### src/rtl/core/wpei_pkg.sv
`timescale 1ns / 1ps

package wpei_pkg;

	localparam int ID_W      = 32;
	localparam int WEIGHT_W  = 16;
	localparam int RND_W     = 32;
	localparam int REQ_W     = 2;
	localparam int MOD_CNT_W = $clog2(RND_W);
	localparam int ENTRY_W   = ID_W + WEIGHT_W;

	// Request codes carried on the input tuser.
	typedef enum logic [REQ_W-1:0] {
		REQ_CLEAR  = 2'd0,
		REQ_APPEND = 2'd1,
		REQ_PICK   = 2'd2,
		REQ_NOP    = 2'd3
	} req_t;

	// Sequencer states.
	typedef enum logic [4:0] {
		ST_IDLE = 5'b00001,
		ST_SUM  = 5'b00010,
		ST_MOD  = 5'b00100,
		ST_SCAN = 5'b01000,
		ST_DONE = 5'b10000
	} state_t;

endpackage

### src/rtl/core/wpei_ram.sv
`timescale 1ns / 1ps

// Single-port-write, single-port-read RAM with a registered read.
module wpei_ram #(
	parameter int WIDTH = 48,
	parameter int DEPTH = 16
) (
	input  logic                                     clk,
	input  logic                                     we,
	input  logic [((DEPTH > 1) ? $clog2(DEPTH) : 1)-1:0] waddr,
	input  logic [WIDTH-1:0]                         wdata,
	input  logic                                     re,
	input  logic [((DEPTH > 1) ? $clog2(DEPTH) : 1)-1:0] raddr,
	output logic [WIDTH-1:0]                         rdata
);

	logic [WIDTH-1:0] mem_q [DEPTH];

	always_ff @(posedge clk) begin
		if (we) begin
			mem_q[waddr] <= wdata;
		end
		if (re) begin
			rdata <= mem_q[raddr];
		end
	end

endmodule

### src/rtl/core/weighted_pick_excluding_id_core.sv
`timescale 1ns / 1ps

// Weighted random pick over a table of (id, weight) pairs that skips one id.
// Each input item carries a request code on s_tuser: clear empties the table,
// append stores one pair at the next free slot (or reports table_full when all
// MAX_ENTRIES slots are taken), pick sums the weights of every entry whose id
// differs from exclude_id, reduces random_word to a draw of 1 + (random_word
// mod sum), and returns the first such entry in table order whose running sum
// reaches the draw. When that sum is zero the pick returns exclude_id with
// fell_back set. Code three is a no-operation whose result is all zeros. Every
// item yields exactly one result item. The table lives in one synchronous RAM
// with a registered read, so a pick walks it twice, one entry per cycle, with a
// bit-serial restoring modulo of 32 steps in between. A pick runs the summing
// walk, then the modulo, then the scan, which stops at the chosen entry, and
// then loads the output register. A pick whose sum is zero skips the modulo
// and the scan. Clear, append and no-operation go from acceptance straight to
// the done state. A result waits in the done state while the output register
// still holds a previous result that m_tready has not taken. The block accepts
// one item at a time; a new item can be taken in the cycle after the previous
// result has moved into the output register, even if that result is still
// waiting for m_tready. No clearing pass is needed after reset, since only
// slots below the entry count are ever read.
module weighted_pick_excluding_id_core #(
	parameter int MAX_ENTRIES = 16
) (
	input  logic          clk,
	input  logic          arst_n,
	// Input items.
	input  logic          s_tvalid,
	output logic          s_tready,
	// From bit 0: entry_id[31:0], entry_weight[47:32], exclude_id[79:48],
	// random_word[111:80].
	input  logic [111:0]  s_tdata,
	// From bit 0: req_type[1:0].
	input  logic [1:0]    s_tuser,
	// Result items.
	output logic          m_tvalid,
	input  logic          m_tready,
	// From bit 0: chosen_id[31:0].
	output logic [31:0]   m_tdata,
	// From bit 0: fell_back[0], table_full[1].
	output logic [1:0]    m_tuser
);

	// Entry count must hold MAX_ENTRIES itself; the RAM index only needs the depth.
	localparam int CNT_W = $clog2(MAX_ENTRIES + 1);
	localparam int IDX_W = (MAX_ENTRIES > 1) ? $clog2(MAX_ENTRIES) : 1;
	// A weight sum never exceeds MAX_ENTRIES * 65535, which fits this width.
	localparam int SUM_W = wpei_pkg::WEIGHT_W + CNT_W;

	localparam logic [CNT_W-1:0] CNT_FULL = CNT_W'(MAX_ENTRIES);

	// Unpacked input fields.
	logic [wpei_pkg::ID_W-1:0]     in_id;
	logic [wpei_pkg::WEIGHT_W-1:0] in_weight;
	logic [wpei_pkg::ID_W-1:0]     in_skip;
	logic [wpei_pkg::RND_W-1:0]    in_rnd;
	wpei_pkg::req_t                in_req;

	assign in_id     = s_tdata[31:0];
	assign in_weight = s_tdata[47:32];
	assign in_skip   = s_tdata[79:48];
	assign in_rnd    = s_tdata[111:80];
	assign in_req    = wpei_pkg::req_t'(s_tuser);

	wpei_pkg::state_t st_q;

	logic [CNT_W-1:0]              cnt_q;
	logic [CNT_W-1:0]              rd_q;
	logic                          vld_s1;
	logic [wpei_pkg::ID_W-1:0]     skip_q;
	logic [wpei_pkg::RND_W-1:0]    rnd_q;
	logic [SUM_W-1:0]              total_q;
	logic [SUM_W-1:0]              rem_q;
	logic [wpei_pkg::MOD_CNT_W-1:0] bit_q;
	logic [SUM_W-1:0]              draw_q;
	logic [SUM_W-1:0]              run_q;

	// Pending result, moved into the output register from the done state.
	logic [wpei_pkg::ID_W-1:0]     res_id_q;
	logic                          res_fb_q;
	logic                          res_full_q;

	logic                          m_tvalid_q;
	logic [31:0]                   m_tdata_q;
	logic [1:0]                    m_tuser_q;

	// RAM interface. Each entry holds the weight above the id.
	logic                          ram_we;
	logic [IDX_W-1:0]              ram_waddr;
	logic [wpei_pkg::ENTRY_W-1:0]  ram_wdata;
	logic                          ram_re;
	logic [IDX_W-1:0]              ram_raddr;
	logic [wpei_pkg::ENTRY_W-1:0]  ram_rdata;

	logic                          accept;
	logic                          table_full;
	logic                          walking;
	logic                          walk_done;
	logic [wpei_pkg::ID_W-1:0]     rd_id;
	logic [SUM_W-1:0]              rd_weight;
	logic                          rd_counts;
	logic [SUM_W-1:0]              run_next;
	logic [SUM_W:0]                rem_shift;
	logic [SUM_W:0]                rem_diff;
	logic [SUM_W-1:0]              rem_next;
	logic                          out_free;

	assign s_tready   = (st_q == wpei_pkg::ST_IDLE);
	assign accept     = s_tvalid && s_tready;
	assign table_full = (cnt_q == CNT_FULL);
	assign out_free   = !m_tvalid_q || m_tready;

	// Appends write in the cycle they are accepted; reads only happen during the
	// two table walks of a pick, so a read and a write never meet on one entry.
	assign ram_we    = accept && (in_req == wpei_pkg::REQ_APPEND) && !table_full;
	assign ram_waddr = cnt_q[IDX_W-1:0];
	assign ram_wdata = {in_weight, in_id};

	// Both walks issue one read per cycle over the live slots; vld_s1 marks
	// the cycle in which the read data arrives.
	assign walking   = (st_q == wpei_pkg::ST_SUM) || (st_q == wpei_pkg::ST_SCAN);
	assign ram_re    = walking && (rd_q < cnt_q);
	assign ram_raddr = rd_q[IDX_W-1:0];
	assign walk_done = !ram_re && !vld_s1;

	assign rd_id     = ram_rdata[wpei_pkg::ID_W-1:0];
	assign rd_weight = {{CNT_W{1'b0}}, ram_rdata[wpei_pkg::ENTRY_W-1:wpei_pkg::ID_W]};
	assign rd_counts = vld_s1 && (rd_id != skip_q);
	assign run_next  = run_q + rd_weight;

	// One step of the restoring modulo: bring in the next random bit, MSB first.
	// The remainder stays below the total, so the shifted value stays below
	// twice the total and one conditional subtract restores it.
	assign rem_shift = {rem_q, rnd_q[wpei_pkg::RND_W-1]};
	assign rem_diff  = rem_shift - {1'b0, total_q};
	assign rem_next  = (rem_shift >= {1'b0, total_q}) ? rem_diff[SUM_W-1:0]
	                                                   : rem_shift[SUM_W-1:0];

	wpei_ram #(
		.WIDTH (wpei_pkg::ENTRY_W),
		.DEPTH (MAX_ENTRIES)
	) u_ram (
		.clk   (clk),
		.we    (ram_we),
		.waddr (ram_waddr),
		.wdata (ram_wdata),
		.re    (ram_re),
		.raddr (ram_raddr),
		.rdata (ram_rdata)
	);

	// Control: state, entry count, walk pointer, read-valid flag, modulo bit counter and output valid.
	always_ff @(posedge clk or negedge arst_n) begin
		if (!arst_n) begin
			st_q       <= wpei_pkg::ST_IDLE;
			cnt_q      <= '0;
			rd_q       <= '0;
			vld_s1     <= 1'b0;
			bit_q      <= '0;
			m_tvalid_q <= 1'b0;
		end else begin
			vld_s1 <= ram_re;
			if (ram_re) begin
				rd_q <= rd_q + 1'b1;
			end

			// The output register loads from the done state and empties on a take.
			if ((st_q == wpei_pkg::ST_DONE) && out_free) begin
				m_tvalid_q <= 1'b1;
			end else if (m_tready) begin
				m_tvalid_q <= 1'b0;
			end

			case (st_q)
				wpei_pkg::ST_IDLE: begin
					if (accept) begin
						rd_q <= '0;
						case (in_req)
							wpei_pkg::REQ_CLEAR: begin
								cnt_q <= '0;
								st_q  <= wpei_pkg::ST_DONE;
							end
							wpei_pkg::REQ_APPEND: begin
								if (!table_full) begin
									cnt_q <= cnt_q + 1'b1;
								end
								st_q <= wpei_pkg::ST_DONE;
							end
							wpei_pkg::REQ_PICK: begin
								st_q <= wpei_pkg::ST_SUM;
							end
							default: begin
								st_q <= wpei_pkg::ST_DONE;
							end
						endcase
					end
				end
				wpei_pkg::ST_SUM: begin
					if (walk_done) begin
						bit_q <= '0;
						st_q  <= (total_q == '0) ? wpei_pkg::ST_DONE : wpei_pkg::ST_MOD;
					end
				end
				wpei_pkg::ST_MOD: begin
					bit_q <= bit_q + 1'b1;
					if (bit_q == wpei_pkg::MOD_CNT_W'(wpei_pkg::RND_W - 1)) begin
						rd_q <= '0;
						st_q <= wpei_pkg::ST_SCAN;
					end
				end
				wpei_pkg::ST_SCAN: begin
					if ((rd_counts && (draw_q <= run_next)) || walk_done) begin
						st_q <= wpei_pkg::ST_DONE;
					end
				end
				wpei_pkg::ST_DONE: begin
					if (out_free) begin
						st_q <= wpei_pkg::ST_IDLE;
					end
				end
				default: begin
					st_q <= wpei_pkg::ST_IDLE;
				end
			endcase
		end
	end

	// Datapath: pick operands, sums, modulo, the pending result and the output data.
	always_ff @(posedge clk) begin
		case (st_q)
			wpei_pkg::ST_IDLE: begin
				if (accept) begin
					skip_q     <= in_skip;
					rnd_q      <= in_rnd;
					total_q    <= '0;
					rem_q      <= '0;
					// A pick starts from the fallback result unless the scan finds
					// an entry; only a dropped append reports table_full.
					res_id_q   <= (in_req == wpei_pkg::REQ_PICK) ? in_skip : '0;
					res_fb_q   <= (in_req == wpei_pkg::REQ_PICK);
					res_full_q <= (in_req == wpei_pkg::REQ_APPEND) && table_full;
				end
			end
			wpei_pkg::ST_SUM: begin
				if (rd_counts) begin
					total_q <= total_q + rd_weight;
				end
			end
			wpei_pkg::ST_MOD: begin
				rem_q <= rem_next;
				rnd_q <= {rnd_q[wpei_pkg::RND_W-2:0], 1'b0};
				run_q <= '0;
				if (bit_q == wpei_pkg::MOD_CNT_W'(wpei_pkg::RND_W - 1)) begin
					draw_q <= rem_next + 1'b1;
				end
			end
			wpei_pkg::ST_SCAN: begin
				if (rd_counts) begin
					run_q <= run_next;
					if (draw_q <= run_next) begin
						res_id_q <= rd_id;
						res_fb_q <= 1'b0;
					end
				end
			end
			wpei_pkg::ST_DONE: begin
				if (out_free) begin
					m_tdata_q <= res_id_q;
					m_tuser_q <= {res_full_q, res_fb_q};
				end
			end
			default: begin
				run_q <= run_q;
			end
		endcase
	end

	assign m_tvalid = m_tvalid_q;
	assign m_tdata  = m_tdata_q;
	assign m_tuser  = m_tuser_q;

endmodule

### config.mk
export PLATFORM = sky130hd
export DESIGN_NAME = weighted_pick_excluding_id_core
export DESIGN_NICKNAME = d
export VERILOG_FILES = /design/src/rtl/core/wpei_pkg.sv /design/src/rtl/core/wpei_ram.sv /design/src/rtl/core/weighted_pick_excluding_id_core.sv
export SDC_FILE = /design/constraint.sdc
export NUM_CORES = 1
export LEC_CHECK = 0
export BUFFER_PORTS_ARGS = -buffer_cell sky130_fd_sc_hd__buf_2
export CORE_MARGIN = 2
export CORE_UTILIZATION = 60
export CTS_BUF_LIST = sky130_fd_sc_hd__clkbuf_8
export DETAILED_ROUTE_END_ITERATION = 7
export PLACE_DENSITY = 0.74
export SYNTH_ARGS = -nofsm -noshare
export SYNTH_HDL_FRONTEND = slang
export SYNTH_SLANG_ARGS = --single-unit
### constraint.sdc
create_clock -name clk -period 9.9 [get_ports clk]
set_input_delay 1.485 -clock clk [delete_from_list [all_inputs] [get_ports clk]]
set_output_delay 1.485 -clock clk [all_outputs]
set_load 0.02 [all_outputs]
# [Word-level counts from Yosys, hierarchy flattened]
# Memory sizes are Yosys's and may differ from the RTL's. A register that Yosys moved wholly into a read port is not among the register bits.
# Index checks and enable logic that the tools add are counted.
[word_totals] mem_bits_rw=768 wordCells=120 input_bits=118 out_inout_bits=36 reg_bits=238 memories=1
[mem_list] memory="u_ram.mem_q" words=16 word_bits=48 read_ports=1 rd_clocked_by_memory_dff=1 write_ports=1 line="wpei_ram.sv:17" source="logic [WIDTH-1:0] mem_q [DEPTH];"
[op_classes] n_mux=38 n_eq_ne=19 n_addsub=7 n_reduce_logical=35 n_lt_le_gt_ge=3
[op_table] operator="$mux 32" n=5
[op_table] operator="$pmux 32 s2" n=2
[op_table] operator="$pmux 21 s2" n=3
[op_table] operator="$mux 21" n=4
[op_table] operator="$mux 5" n=12
[op_table] operator="$add 21x16->21" n=2
[op_table] operator="$ne 32x32->1" n=1
[op_table] operator="$pmux 5 s2" n=3
[op_table] operator="$pmux 5 s5" n=1
[op_table] operator="$ge 22x21->1" n=1
[op_table] operator="$add 21x1->21 const B" n=1
[op_table] operator="$le 21x21->1" n=1
[op_table] operator="$logic_not 21->1" n=1
[op_table] operator="$sub 21x21->21" n=1
[op_table] operator="$add 5x1->5 const B" n=3
[op_table] operator="$eq 5x5->1 const B" n=3
[op_table] operator="$reduce_bool 2->1" n=7
[op_table] operator="$ne 2x2->1 const B" n=6
[op_table] operator="$reduce_and 2->1" n=6
[op_table] operator="$logic_and 1x1->1" n=9
[op_table] operator="$reduce_and 4->1" n=2
[op_table] operator="$mux 1" n=7
[op_table] operator="$ne 2x1->1 const B" n=3
[op_table] operator="$eq 5x1->1 const B" n=1
[op_table] operator="12 further kinds" n=17

# [Longest topological paths before layout]
# Gate-level depths: netlist of run 1.
[logic_depth] word_depth=8 ltp_mapped=23 ltp_nobuf=23

# [Cells and area by module]
# Synthesis of run 1 repeated with hierarchy kept, for this count alone.
[hier_totals] cells_unflattened=2434 area_unflattened_um2=43337.8
[by_module_without_submodules] mod="wpei_ram" cells_per_inst=1242 n_inst=1 area_per_inst_um2=30175.2 seq_area_each_um2=24503.5
[by_module_without_submodules] mod="weighted_pick_excluding_id_core" cells_per_inst=1192 n_inst=1 area_per_inst_um2=13162.6 seq_area_each_um2=7038.0

# [Worst setup path before layout of run 1]
# OpenSTA, ideal clock, no wires.
[synth_timing] kind="reg-to-reg" start="register cnt_q[1]" end="register bit_q[0] (netlist bit)" stages_incl_launch_ff=12 setup_time_ps=83 t_required_ps=9817 synth_period_minus_slack_ps=6318 path_slack_ps=3582 t_arrival_ps=6236 n_path_buf=0 path_cell_list="dfrtp_1 -> inv_1 -> ha_1 -> o21ai_0 -> nand2b_1 -> a21o_1 -> a21o_1 -> a221oi_1 -> nor2_1 -> nand2_1 -> nand3_1 -> o21ai_0"
[synth_between] elab_chain_len=6
[synth_rtl] element="start: declaration" line="weighted_pick_excluding_id_core.sv:68" source="logic [CNT_W-1:0] cnt_q;"
[synth_rtl] element="start signal: assignment" line="weighted_pick_excluding_id_core.sv:186" source="cnt_q <= cnt_q + 1'b1;"
[synth_rtl] element="$lt 5x5->1" line="weighted_pick_excluding_id_core.sv:123" source="assign ram_re = walking && (rd_q < cnt_q);"
[synth_rtl] element="$logic_and 1x1->1" line="weighted_pick_excluding_id_core.sv:123"
[synth_rtl] element="via ram_re" line="weighted_pick_excluding_id_core.sv:92" source="logic ram_re;"
[synth_rtl] element="$logic_not 1->1" line="weighted_pick_excluding_id_core.sv:125" source="assign walk_done = !ram_re && !vld_s1;"
[synth_rtl] element="$logic_and 1x1->1" line="weighted_pick_excluding_id_core.sv:125"
[synth_rtl] element="$ne 2x2->1 (no line)"
[synth_rtl] element="$reduce_and 2->1 (no line)"
[synth_rtl] element="end signal: assignment" line="weighted_pick_excluding_id_core.sv:206" source="bit_q <= bit_q + 1'b1;"
[synth_rtl] element="end: declaration" line="weighted_pick_excluding_id_core.sv:75" source="logic [wpei_pkg::MOD_CNT_W-1:0] bit_q;"
# The timed path passes the listed nets, and every way through them passes these cells.
# A chain may end at the register's enable or synchronous reset.

# [Worst setup path in the final report of run 1]
[layout_timing] start="register u_ram.rdata[32], read port of u_ram.mem_q" end="register res_id_q[15] (netlist bit) (enable)"
[layout_between] elab_chain_len=4
[layout_rtl] element="start: declaration" line="wpei_ram.sv:14" source="output logic [WIDTH-1:0] rdata"
[layout_rtl] element="$add 21x16->21" line="weighted_pick_excluding_id_core.sv:130" source="assign run_next = run_q + rd_weight;"
[layout_rtl] element="$le 21x21->1" line="weighted_pick_excluding_id_core.sv:261" source="if (draw_q <= run_next) begin"
[layout_rtl] element="$ne 2x1->1 (no line)"
[layout_rtl] element="$reduce_and 4->1 (no line)"
[layout_rtl] element="end signal: assignment" line="weighted_pick_excluding_id_core.sv:240" source="res_id_q <= (in_req == wpei_pkg::REQ_PICK) ? in_skip : '0;"
[layout_rtl] element="end signal: assignment" line="weighted_pick_excluding_id_core.sv:262" source="res_id_q <= rd_id;"
[layout_rtl] element="end: declaration" line="weighted_pick_excluding_id_core.sv:80" source="logic [wpei_pkg::ID_W-1:0] res_id_q;"
# No other way between the ends.

==> results of run 1 <==
critical path, stage by stage (launching register included):
cell,delay [ps]
edfxtp_1,360
ha_1,190
inv_1,70
fa_1,410
nor2b_1,140
o21a_1,150
o21ai_0,110
a21oi_1,210
a41oi_1,190
a21oi_1,400
a21oi_1,130
o21bai_1,170
xnor2_1,170
ha_1,290
a21o_1,180
a21o_1,170
a21o_1,180
a21o_1,180
a21o_1,170
a21o_1,180
a221o_1,340
a21oi_1,230
nand2_1,80
nand2_1,90
buf_4,380
metal layers:
layer,GRT usage,share of wire
met1,0.366,0.41
met3,0.0579,0.085
met4,0.0679,0.018
met2,0.395,0.48
met5,0,0.0015
power groups by stage:
| stage | combinational (mW) | sequential [mW] | clock [mW] |
|---|---|---|---|
| global placement | 2.24 | 5.49 | 0 |
| detailed placement | 2.28 | 5.51 | 0 |
| floorplan | 1.72 | 5.47 | 0 |
| finish | 2.29 | 5.42 | 3.30 |
| CTS | 2.29 | 5.42 | 3.37 |
| global route | 2.49 | 5.44 | 3.55 |
cells in the mapped netlist, types with 4 or more instances:
cell type	count
buf_2	7
edfxtp_1	1032
nor2b_1	12
and2_1	19
xor2_1	60
nor3_1	24
a211oi_1	8
nand3_1	28
a211o_1	4
o21ai_0	42
or2_2	4
nand2_1	156
xnor2_1	32
buf_1	12
nand4_1	20
nor3b_1	5
inv_1	52
or3_1	8
mux2i_1	14
o31a_1	4
o21a_1	12
nor2_1	96
nor4_1	21
dfrtp_1	21
ha_1	86
a21o_1	26
and3_1	14
mux4_2	240
o31ai_1	4
a21oi_1	56
nand3b_1	5
a31oi_1	4
clkbuf_1	65
nand2b_1	8
a22o_1	32
o21bai_1	6
flip-flops by register name, summed over array words and instances, names as in the netlist:
register and count:
rnd_q 32, cnt_q 5, vld_s1 1, run_q 21, bit_q 5, m_tuser 2, m_tvalid 1, m_tdata 32
skip_q 32, rem_q 21, draw_q 21, rd_q 5, res_id_q 32, u_ram.rdata 48, total_q 21, res_fb_q 1
u_ram.mem_q 768, st_q 5, res_full_q 1
metrics by stage:
stage,hold slack [ps],std cells,utilization,setup WS (ps),power (mW)
after floorplan,400,2314,-,3580,7.19
after global placement,400,3365,0.635,4560,7.73
after detailed placement,405,3365,0.635,4450,7.79
after CTS,400,3650,0.676,4430,11.1
after global routing,419,3652,0.676,4000,11.5
final,405,3655,0.676,4380,11.0
worst max-delay path by stage:
stage	to	from	slack, ps
2_1_floorplan	bit_q[0]	cnt_q[1]	3580
3_3_place_gp	res_id_q[11]	u_ram.rdata[32]	4560
3_5_place_dp	res_id_q[15]	u_ram.rdata[32]	4450
4_1_cts	res_id_q[31]	u_ram.rdata[32]	4430
5_1_grt	res_id_q[31]	u_ram.rdata[32]	4000
6_report	res_id_q[15]	u_ram.rdata[32]	4380
logic make-up after synthesis:
kind of cell    share of synthesized area
flops                               0.725
mux                                 0.128
compound gates                     0.0416
buf+inv                            0.0124
simple gates                       0.0485
fa+ha+maj                          0.0261
xor+xnor                           0.0185
cell type report:
cell class	count	area (um^2)	area share
Clock buffer	168	2310	0.0477
Multi-Input combinational cell	1122	11500	0.237
Tap cell	950	1190	0.0245
Timing Repair Buffer	187	1020	0.0211
Sequential cell	1054	31600	0.652
Antenna cell	5	12.5	0.000258
Clock inverter	117	649	0.0134
Inverter	52	195	0.00403
==> results by group, run 1 <==
Yosys
  • Net Count, Synth: 2521
  • Top FF cell, synth: edfxtp_1
  • Avg Inst Size Synth: 18.8 um^2
  • Syn Std Cell Area: 0.0435 mm^2
  • Yosys warnings: 0
  • Register area share after synthesis: 0.725
  • Register bit count reported by yosys: 1054
  • Number of synthesized flops with an enable pin: 1032
  • Syn Inst Count: 2314
  • Leading area contributor after synthesis: edfxtp_1
  • Top cell type's share of synthesized area: 0.712
  • Ranking of synthesized cells by area: edfxtp_1 (71%), mux4_2 (12%), ha_1 (2.5%)
  • Asr flop ratio synth: 0.0209
  • Post-synthesis cell type count: 81

Final layout
  • Fill cells: 4556
  • Share of layout cells above drive strength 1: 0.254
  • Cell area after layout: 0.0484 mm^2
  • Layout area overhead: 11.3%
  • Leading cell type in the layout, fill and taps excluded: edfxtp_1
  • Layout net count: 2785
  • Most frequent cells in the layout: edfxtp_1 (1032), mux4_2 (240), clkbuf_8 (168)

Detailed routing
  • Antenna-violating nets left: 0
  • WL final: 92500 um
  • Vias/cell: 6.21
  • Routed vias: 22714
  • DR WL/cell: 25.3 um
  • Iter 0 DRT Violations: 2550
  • DRC: 0
  • Pre-antenna DRT Iters: 7

Clock network
  • Sink Count: 1054
  • Cts repair resizes: 0
  • CTS tree: yes
  • Cts bufs inserted: 161
  • Hold-fix buffers at CTS: 0
  • Clock Path Buffers: 3
  • CTS H-tree depth: 4
  • Root Driver: clkbuf_8
  • # Post-CTS Setup Buffers: 0
  • Clock Latency Late Sink: 820 ps
  • Clk pin slew, worst setup/hold paths: 70 ps

Power and ir drop
  • P per Cell Area: 227 mW/mm^2
  • Pint: 7.92 mW
  • Leakage: 16.3 nW
  • Gate power share: 0.208
  • Sw Ratio: 0.280
  • Max IR drop VDD: 122 uV
  • Switching power total: 3.08 mW
  • Clock network power share: 0.300
  • Seq pwr share: 0.492

Worst setup path
  • FF-to-FF End: res_id_q[15]
  • Cells on worst reg2reg path: 24
  • Startpoint Class: flop
  • Reg-to-reg startpoint: u_ram.rdata[32]
  • Flop2flop setup slack: 4380 ps
  • CP Data Arrival Time: 5980 ps
  • Critical path class: reg -> reg
  • Data required time of the worst path: 10360 ps
  • Crit-path max FO: 33
  • Setup crit end kind: flop

STA
  • Worst Max-Slew Pin Slew: 1250 ps
  • Final min period: 5520 ps
  • Clk_skew: 45.8 ps
  • RSZ-0062 raised after global routing: false
  • Max Fclk: 0.181 GHz
  • Slew Viols, Final: 0
  • Final Setup Violations: 0
  • Final hold violation count: 0
  • Setup tns final: 0 ps
  • Period utilisation layout: 0.558
  • Worst rel slew slack: 0.162

Placement
  • Gpl congestion: 0.882
  • IO Port Bufs: 153
  • Post-DP HPWL: 53600 um
  • Post-DP Area: 0.0455 mm^2

Global routing
  • First-pass GRT wire length: 139000 um
  • Overflow after GRT: 0
  • Initial antenna violation count: 18
  • Vias in the first global route: 22992
  • Total GRT Usage: 0.253
  • Largest net degree at the start of global routing: 74

Min path
  • Hold Path Stages: 0
  • Worst hold start: res_id_q[31]
  • Hold Path Sink: m_tdata[31]
  • Min-delay worst type: reg -> reg

Floorplan
  • Total core area: 0.0716 mm^2
  • Initial Util: 0.607
  • Rows: 98
  • # IOs: 154
  • Die height: 273 um
  • Die width: 273 um
  • Die ar.: 0.0747 mm^2

Job
  • Max Cap Viol: 0

Status
  • Outcome: finished, final reports clean
Note: power is estimated with default switching activity, not from simulation.
==> inputs of run 2 (changes only) <==
clock period = 5.6 ns   (was 9.9 ns; I/O delays follow)
==> results by group, run 2 (synthesized netlist as in run 1, its figures left out) <==
Status
  • Outcome: finished, final reports clean

Worst setup path
  • CP top delay family: compound AO/OA/AOI/OAI gates
  • CP Data Arrival Time: 5600 ps (-380 ps)
  • Critical path class: reg -> reg
  • Most used cell, CP: a21o_1
  • Flop2flop setup slack: 480 ps (-3900 ps)
  • CP Cell Sequence: ha_1, inv_1, fa_1, nor2b_1, o21a_1, o21ai_0, a21oi_1, a41oi_1, a21oi_1, a21oi_1, o21bai_1, xnor2_1, ha_1, a21o_1, a21o_1, a21o_1, a21o_1, a21o_1, a21o_1, a221o_1, a21oi_1, nand2_1, nand2_1, buf_12
  • Crit-path max FO: 33 (unchanged)
  • Setup crit end kind: flop
  • Buf/Inv on CP: 2 (unchanged)
  • Startpoint Class: flop
  • Data required time of the worst path: 6080 ps (-4280 ps)
  • Critical Path Max Stage Delay: 400 ps (about the same)
  • CP max-delay cell: fa_1

Final layout
  • Largest register by flop count: u_ram.mem_q
  • Share of layout cells above drive strength 1: 0.257 (+0.00346)
  • Layout area overhead: 11.9%
  • Biggest regs: u_ram.mem_q (768), u_ram.rdata (48)
  • Leading cell type in the layout, fill and taps excluded: edfxtp_1
  • Largest register FFs: 768 (unchanged)
  • Most frequent cells in the layout: edfxtp_1 (1032), mux4_2 (240), clkbuf_8 (175)
  • Register area: 0.0316 mm^2 (unchanged)
  • Fill cells: 4565 (+0.20%)
  • Multi-input logic area: 0.0115 mm^2 (about the same)
  • Layout net count: 2801 (+0.57%)

Detailed routing
  • Pre-antenna DRT Iters: 5 (-2)
  • DRC: 0 (unchanged)
  • DR WL/cell: 25.6 um (+1.2%)
  • Antenna-violating nets left: 0 (unchanged)
  • WL final: 94300 um (+1.9%)
  • Vias/cell: 6.21 (about the same)
  • Iter 0 DRT Violations: 2508 (-1.6%)
  • Routed vias: 22866 (+0.67%)

Global routing
  • Overflow after GRT: 0 (unchanged)
  • Initial antenna violation count: 19 (+1)
  • GR Util met2: 0.404 (+0.00913)
  • Total GRT Usage: 0.258 (+0.00532)
  • Busiest metal layer after global routing: met2
  • Vias in the first global route: 23316 (+1.4%)
  • GR Util met3: 0.0602 (+0.00228)
  • First-pass GRT wire length: 142000 um (+2.3%)
  • Largest net degree at the start of global routing: 164 (+120%)
  • Met1 Use GR: 0.371 (+0.00508)

Clock network
  • CTS tree: yes
  • Root Driver: clkbuf_8
  • Clock Latency Late Sink: 800 ps (-20 ps)
  • Clock Path Buffers: 3 (unchanged)
  • CTS H-tree depth: 4 (unchanged)
  • Sink Count: 1054 (unchanged)
  • Clk pin slew, worst setup/hold paths: 60 ps (about the same)
  • Cts bufs inserted: 163 (+1.2%)

Floorplan
  • Total core area: 0.0716 mm^2 (unchanged)
  • Die width: 273 um (unchanged)
  • # IOs: 154 (unchanged)
  • Initial Util: 0.607 (unchanged)
  • Die height: 273 um (unchanged)
  • Die ar.: 0.0747 mm^2 (unchanged)
  • Rows: 98 (unchanged)

Placement
  • Post-DP HPWL: 56600 um (+5.5%)
  • IO Port Bufs: 153 (unchanged)
  • Gpl congestion: 0.867 (-1.8%)

STA
  • Period utilisation layout: 0.915 (+0.357)
  • RSZ-0062 raised after global routing: false
  • Worst rel slew slack: 0.224 (+0.0613)
  • Final min period: 5120 ps (-401 ps)
  • Clk_skew: 41.1 ps (-4.67 ps)
  • Worst Max-Slew Pin Slew: 1160 ps (-89.3 ps)
  • Setup tns final: 0 ps (unchanged)
  • Final hold violation count: 0 (unchanged)
  • Hold_ws: 237 ps (-168 ps)
  • Final Setup Violations: 0 (unchanged)
  • Slew Viols, Final: 0 (unchanged)
  • Max Fclk: 0.195 GHz (+7.8%)

Job
  • Max Cap Viol: 0 (unchanged)

Power and ir drop
  • Leakage: 16.5 nW (+0.98%)
  • Clock network power share: 0.303 (+0.003)
  • Switching power total: 5.48 mW (+78%)
  • P per Cell Area: 403 mW/mm^2 (+78%)
  • Max IR drop VDD: 306 uV (+150%)
  • Pint: 14.2 mW (+79%)
  • Gate power share: 0.209 (about the same)
  • Sw Ratio: 0.279 (-0.000602)
  • Seq pwr share: 0.488 (-0.004)

Min path
  • Min-delay worst type: in -> reg
-- run 2: layout make-up --
type | instances | area share
clock inverters | 118 | 0.0128
well taps | 950 | 0.0244
repair buffers | 201 | 0.0245
flip-flops and latches | 1054 | 0.648
inverters | 52 | 0.00401
multi-input cells | 1122 | 0.236
clock buffers | 175 | 0.0495
diodes | 8 | 0.000411
-- run 2: through the flow --
stage               utilization  setup WS (ps)  instance area, um^2  power, mW  instances
floorplan                     -            456                43500       12.7       2314
global placement          0.637            530                45600       13.7       3378
detailed placement        0.637            521                45600       13.8       3378
CTS                       0.680            494                48700       19.8       3672
global route              0.680            172                48700       20.5       3675
finish                    0.680            477                48700       19.6       3680
-- run 2: worst register-to-register path, cell delays in order (launching register included) --
cell      delay, ps
edfxtp_1        350
ha_1            180
inv_1            60
fa_1            400
nor2b_1         130
o21a_1          150
o21ai_0         110
a21oi_1         220
a41oi_1         190
a21oi_1         220
a21oi_1          90
o21bai_1        180
xnor2_1         170
ha_1            280
a21o_1          180
a21o_1          170
a21o_1          170
a21o_1          160
a21o_1          170
a21o_1          170
a221o_1         340
a21oi_1         230
nand2_1          90
nand2_1         150
buf_12          220
-- run 2: worst paths after layout --
check,startpoint,endpoint,cells past startpoint
min in group asynchronous,arst_n,m_tvalid,2
worst max register to register,u_ram.rdata[32],res_id_q[19],24
worst min-delay path,m_tready,m_tvalid,2
worst min register to register,res_id_q[29],m_tdata[29],0
max in group asynchronous,arst_n,rd_q[1],2
worst max-delay path,u_ram.rdata[32],res_id_q[19],24
-- run 2: power by group through the flow --
stage,clock network (mW),logic (mW),registers (mW)
global placement,0,3.96,9.74
CTS,6.07,4.10,9.60
floorplan,0,3.04,9.66
finish,5.95,4.10,9.59
detailed placement,0,4.07,9.76
global route,6.41,4.46,9.64
-- run 2: per-layer routing --
metal	vias up	share of wire	wire (um)
li1	9967	-	-
met4	12	0.018	1690
met5	-	0.00073	69
met1	11792	0.42	39400
met3	147	0.081	7670
met2	948	0.48	45500
-- run 2: what timing repair did --
action | CTS | global route
gates resized for setup | 0 | 0
buffers inserted | 0 | 0
hold endpoints to repair | 19 | 0
hold buffers | 1 | 0
